[config.mk]
export PLATFORM = sky130hd
export DESIGN_NAME = crc16_hex_ascii
export DESIGN_NICKNAME = d
export VERILOG_FILES = /design/src/hdl/crc16hx_pkg.sv /design/src/hdl/crc16_hex_ascii.sv /design/src/hdl/crc16hx_ser.sv
export SDC_FILE = /design/constraint.sdc
export NUM_CORES = 1
export LEC_CHECK = 0
export BUFFER_PORTS_ARGS = -buffer_cell sky130_fd_sc_hd__buf_2
export CAP_MARGIN = 20
export CORE_MARGIN = 1.5
export CORE_UTILIZATION = 58
export DETAILED_ROUTE_END_ITERATION = 16
export PLACE_DENSITY = 0.9
export SLEW_MARGIN = 20
export SYNTH_ARGS = -nofsm -noshare
export SYNTH_HDL_FRONTEND = slang
export SYNTH_SLANG_ARGS = --single-unit
[constraint.sdc]
create_clock -name clk -period 2.85 [get_ports clk]
set_clock_uncertainty 0.1 [all_clocks]
set_input_delay 0.57 -clock clk [delete_from_list [all_inputs] [get_ports clk]]
set_output_delay 0.57 -clock clk [all_outputs]
set_load 0.01 [all_outputs]
[src/hdl/crc16hx_pkg.sv]
`timescale 1ns / 1ps

package crc16hx_pkg;

  localparam logic [15:0] CRC_INIT = 16'hFFFF;
  localparam logic [15:0] CRC_POLY = 16'h8408;

  // Index of the final, least significant digit of a result group.
  localparam logic [1:0] LAST_DIGIT = 2'd3;

  // A finished checksum handed from the CRC stage to the digit serializer.
  typedef struct packed {
    logic        valid;
    logic [15:0] word;
  } crc_load_t;

  // Folds one byte into the reflected register, bit 0 first.
  function automatic logic [15:0] fold_byte(input logic [15:0] reg_in,
                                            input logic [7:0]  byte_in);
    logic [15:0] r;
    logic        feedback;
    r = reg_in;
    for (int k = 0; k < 8; k++) begin
      feedback = byte_in[k] ^ r[0];
      r = {1'b0, r[15:1]};
      if (feedback) begin
        r = r ^ CRC_POLY;
      end
    end
    return r;
  endfunction

  // Upper-case ASCII hex digit of one nibble.
  function automatic logic [6:0] hex_digit(input logic [3:0] nib);
    logic [6:0] code;
    if (nib < 4'd10) begin
      code = 7'd48 + {3'd0, nib};
    end else begin
      code = 7'd55 + {3'd0, nib};
    end
    return code;
  endfunction

endpackage

[src/hdl/crc16_hex_ascii.sv]
`timescale 1ns / 1ps

// Channel  Direction  Handshake             Payload
// in       request    in_valid / in_stall   data_byte[7:0], last_byte
// out      result     out_valid / out_stall hex_char[6:0], last_char
//
// Each accepted byte is folded into the CRC register in the cycle it is taken,
// so bytes flow at one per clock while in_stall is low. A byte marked last
// produces four output requests, registered in the serializer and drained at
// one per clock while out_stall is low. A one-deep holding slot lets a second
// message finish while digits drain; in_stall rises only while that slot is
// occupied. Reset (rst, synchronous) empties the output side and loads the register with 0xFFFF.

module crc16_hex_ascii (
  input  logic       clk,
  input  logic       rst,
  input  logic       in_valid,
  output logic       in_stall,
  input  logic [7:0] data_byte,
  input  logic       last_byte,
  output logic       out_valid,
  input  logic       out_stall,
  output logic [6:0] hex_char,
  output logic       last_char
);

  logic [15:0]           crc;
  logic [15:0]           crc_folded;
  logic                  in_take;
  logic                  ser_full;
  crc16hx_pkg::crc_load_t load;

  assign in_take    = in_valid && !in_stall;
  assign crc_folded = crc16hx_pkg::fold_byte(crc, data_byte);

  // The checksum register restarts after every message so that the next
  // byte begins a fresh computation.
  always_ff @(posedge clk) begin
    if (rst) begin
      crc <= crc16hx_pkg::CRC_INIT;
    end else if (in_take) begin
      if (last_byte) begin
        crc <= crc16hx_pkg::CRC_INIT;
      end else begin
        crc <= crc_folded;
      end
    end
  end

  // The final value is sent complemented.
  assign load.valid = in_take && last_byte;
  assign load.word  = ~crc_folded;

  assign in_stall = ser_full;

  crc16hx_ser u_ser (
    .clk       (clk),
    .rst       (rst),
    .load      (load),
    .out_stall (out_stall),
    .out_valid (out_valid),
    .hex_char  (hex_char),
    .last_char (last_char),
    .full      (ser_full)
  );

  a_restart_after_last: assert property (@(posedge clk) disable iff (rst)
    (in_take && last_byte) |=> (crc == crc16hx_pkg::CRC_INIT))
    else $error("register did not restart after the final byte");

endmodule

[src/hdl/crc16hx_ser.sv]
`timescale 1ns / 1ps

module crc16hx_ser (
  input  logic                   clk,
  input  logic                   rst,
  input  crc16hx_pkg::crc_load_t load,
  input  logic                   out_stall,
  output logic                   out_valid,
  output logic [6:0]             hex_char,
  output logic                   last_char,
  output logic                   full
);

  // Active word being shifted out, most significant nibble first.
  logic        ser_valid;
  logic [15:0] ser_word;
  logic [1:0]  ser_idx;

  // One-deep holding slot for a checksum that arrives while digits drain.
  logic        pend_valid;
  logic [15:0] pend_word;

  logic out_take;
  logic ser_done;

  assign out_take = ser_valid && !out_stall;
  assign ser_done = out_take && (ser_idx == crc16hx_pkg::LAST_DIGIT);

  always_ff @(posedge clk) begin
    if (rst) begin
      ser_valid  <= 1'b0;
      ser_idx    <= 2'd0;
      pend_valid <= 1'b0;
    end else begin
      if (!ser_valid || ser_done) begin
        if (pend_valid) begin
          ser_valid  <= 1'b1;
          ser_word   <= pend_word;
          ser_idx    <= 2'd0;
          pend_valid <= 1'b0;
        end else if (load.valid) begin
          ser_valid <= 1'b1;
          ser_word  <= load.word;
          ser_idx   <= 2'd0;
        end else begin
          ser_valid <= 1'b0;
        end
      end else begin
        if (out_take) begin
          ser_word <= {ser_word[11:0], 4'd0};
          ser_idx  <= ser_idx + 2'd1;
        end
        if (load.valid) begin
          pend_valid <= 1'b1;
          pend_word  <= load.word;
        end
      end
    end
  end

  assign out_valid = ser_valid;
  assign hex_char  = crc16hx_pkg::hex_digit(ser_word[15:12]);
  assign last_char = (ser_idx == crc16hx_pkg::LAST_DIGIT);
  assign full      = pend_valid;

  a_pend_needs_active: assert property (@(posedge clk) disable iff (rst)
    pend_valid |-> ser_valid)
    else $error("holding slot filled while no word is active");

  a_no_load_when_full: assert property (@(posedge clk) disable iff (rst)
    pend_valid |-> !load.valid)
    else $error("checksum delivered while the holding slot is full");

  a_pend_moves_up: assert property (@(posedge clk) disable iff (rst)
    (ser_done && pend_valid) |=> (ser_valid && ser_idx == 2'd0 && !pend_valid))
    else $error("held checksum not promoted after the last digit");

endmodule

==> impl_metrics.yaml <==
pwr:
  p_clk_share_pct: 22.2
  p_per_area_nw_per_um2: 662
  p_switching_mw: 0.503
  intPower_mw: 1.27
  pwr-share-seq_pct: 52.8
  vdd_drop_max_mv: 0.471
  sw_frac_of_total_pct: 28.3
  pwr-share-comb_pct: 25.1
  leakagePower_nw: 1.02
  power.total_mw: 1.77
cells_and_area:
  fin_area_um2: 2680
  fillers: 297
  seqCellArea_um2: 1360
  fin_nets: 244
  antenna_cells: 0
  drive_gt1_share_pct: 17.8
  area_growth_pct: 10.4
  stdcell_count: 280
  multiInputGateArea_um2: 1000
detailed_routing:
  vias: 1569
  wl_um: 4330
  drt-pass1-iter-count: 4
  wl_per_cell_um: 15.5
  dr.first_iter.drc_count: 74
  post-route-drc-count: 0
  viasPerCell: 5.60
  final_antenna_net_count: 0
timing:
  rsz0062_at_grt: "no"
  setup_violations: 0
  finalMaxSlewViolations: 0
  hold_viol_final: 0
  timing.hold.ws_ps: 400
  period_share_pct: 72.5
  maxSlewHeadroom_pct: 39.9
  fmax_ghz: 0.484
  layout_min_cycle_time_ps: 2070
  tightest_slew_ps: 902
  tns_ps: 0
worst_setup_path:
  critPathLaunch: "u_ser.ser_word[13]"
  start_kind: "flop"
  crit_required_ps: 2180
  r2r_end: "u_ser.pend_word[11]"
  cp.arrival_ps: 1400
  cp_max_fo: 4
  timing.rr.start: "u_ser.full"
  reg2regPathDepth: 5
  endpoint_kind: "output pin"
  ff2ff_setup_slack_ps: 790
  cp-endpoint: "hex_char[2]"
  worstSetupPathType: "reg -> out"
synthesis:
  syn_avg_cell_area_um2: 11.8
  yosysSeqAreaShare_pct: 56.1
  post_synth_num_cell_types: 27
  synthArstFlopShare_pct: 0
  yosys_register_bits: 52
  synth_area_um2: 2430
  yosys_warnings: 0
  synth_nets: 221
  synth_edf_count: 32
  syn_inst: 206
  synthFlopType: "edfxtp_1"
grt:
  track_usage_pct: 22.2
  grt.overflow.total: 0
  grt_max_degree: 27
  grt_first_pass_wirelength_um: 7180
  grt_antenna_before_repair: 0
  grt_pass1_vias: 1550
clock_tree:
  ctsHoldBuffers: 0
  cts-htree-levels: 2
  cts_sinks: 52
  clk_path_buf_depth: 2
  cts_setup_buffers: 0
  clk_pin_slew_ps: 90
  cts_resized: 0
  cts_tree: "built"
  cts-root-buf: "clkbuf_8"
  clk_latency_ps: 300
  cts-buffers-inserted: 5
place:
  gp_congestion: 0.772
  placed_cell_area_um2: 2600
  numPortBuffers: 22
  placedCellCount: 272
  dp_hpwl_um: 3100
flow_run:
  cap_violations: 0
floorplan:
  core_area_um2: 4000
  io_pins: 23
  die_h_um: 67.7
  die_x_um: 67.7
  row_count: 23
  die-area_um2: 4580
  initial_core_util_pct: 60.7
hold_path:
  hold_path_class: "reg -> reg"
run_status:
  outcome: "finished clean"
## metal layers
metal | vias to the layer above | part of all wire (%) | global-route usage (%)
met2 | 45 | 50 | 36.6
met1 | 738 | 44 | 27.7
met5 | - | 0 | 0
met3 | 6 | 4.6 | 5.50
li1 | 780 | - | -
met4 | 0 | 1.5 | 9.69
## cells by family after synthesis
| family | count (synthesis) | share of synthesized area (%) |
|---|---|---|
| AO/OA/AOI/OAI | 49 | 12.9 |
| XOR/XNOR | 26 | 14.4 |
| adder cells (fa/ha/maj) | 2 | 1.03 |
| buffers and inverters | 19 | 2.99 |
| flip-flops | 52 | 56.1 |
| multiplexers | 10 | 4.12 |
| AND/OR/NAND/NOR | 48 | 8.50 |
## power by group through the flow
stage | combinational (mW) | clock, mW | sequential (mW)
floorplan | 0.335 | 0 | 0.947
global placement | 0.421 | 0 | 0.952
detailed placement | 0.443 | 0 | 0.955
CTS | 0.445 | 0.401 | 0.937
global route | 0.486 | 0.431 | 0.944
finish | 0.445 | 0.393 | 0.937
## state kept, by name (all words and copies together), names as in the netlist
| name | flops |
|---|---|
| crc | 16 |
| u_ser.full | 1 |
| u_ser.out_valid | 1 |
| u_ser.pend_word | 16 |
| u_ser.ser_idx | 2 |
| u_ser.ser_word | 16 |
## worst max-delay path, cell delays in order, from the launching register on
cell	delay, ps
edfxtp_1	430
inv_1	90
ha_1	180
nand2_1	70
o21ai_0	170
buf_2	150
## layout make-up
type,instances,area share [%]
Sequential cell,52,50.8
Multi-Input combinational cell,135,37.3
Timing Repair Buffer,27,5.51
Clock buffer,7,2.85
Tap cell,50,2.33
Inverter,8,1.12
Clock inverter,1,0.140
## synthesized netlist by cell type (3+ instances only)
master / n / area (um^2)
a21oi_1: 12 / 60.1
a221o_1: 3 / 30.0
a31oi_1: 3 / 18.8
and3_1: 4 / 25.0
buf_1: 4 / 15.0
clkbuf_1: 6 / 22.5
dfxtp_1: 20 / 400
edfxtp_1: 32 / 961
inv_1: 8 / 30.0
mux2i_1: 10 / 100
nand2_1: 25 / 93.8
nor2_1: 10 / 37.5
nor3_1: 5 / 25.0
o211ai_1: 13 / 97.6
o21a_1: 4 / 30.0
o21ai_0: 11 / 55.1
xnor2_1: 10 / 87.6
xnor2_2: 5 / 81.3
xnor2_4: 3 / 82.6
xor2_1: 6 / 52.6
## how the worst min path moves through the flow
stage | startpoint | endpoint | slack [ps] | cells after the start
global placement | crc[15] | crc[15] | 360 | 2
finish | crc[14] | crc[14] | 400 | 2
CTS | crc[14] | crc[14] | 410 | 2
global route | crc[14] | crc[14] | 430 | 2
floorplan | crc[15] | crc[15] | 340 | 2
detailed placement | crc[14] | crc[14] | 390 | 2
## layout by cell type (no fill, tap or decap), drive strengths merged, types with 7 or more instances in the layout
master,synthesis,routed
xnor2,18,18
dfxtp,20,20
o21ai,11,11
o211ai,13,13
nand2,25,25
inv,8,8
edfxtp,32,32
buf,5,27
clkbuf,6,7
nor2,10,10
mux2i,10,10
a21oi,12,12
## stage by stage
stage          setup WS (ps)  utilization (%)
3_5_place_dp             687             65.0
4_1_cts                  748             67.0
6_report                 782             67.0
5_1_grt                  650             67.0
3_3_place_gp             794             65.0
2_1_floorplan            204                -
(Power assumes the default switching activity.)
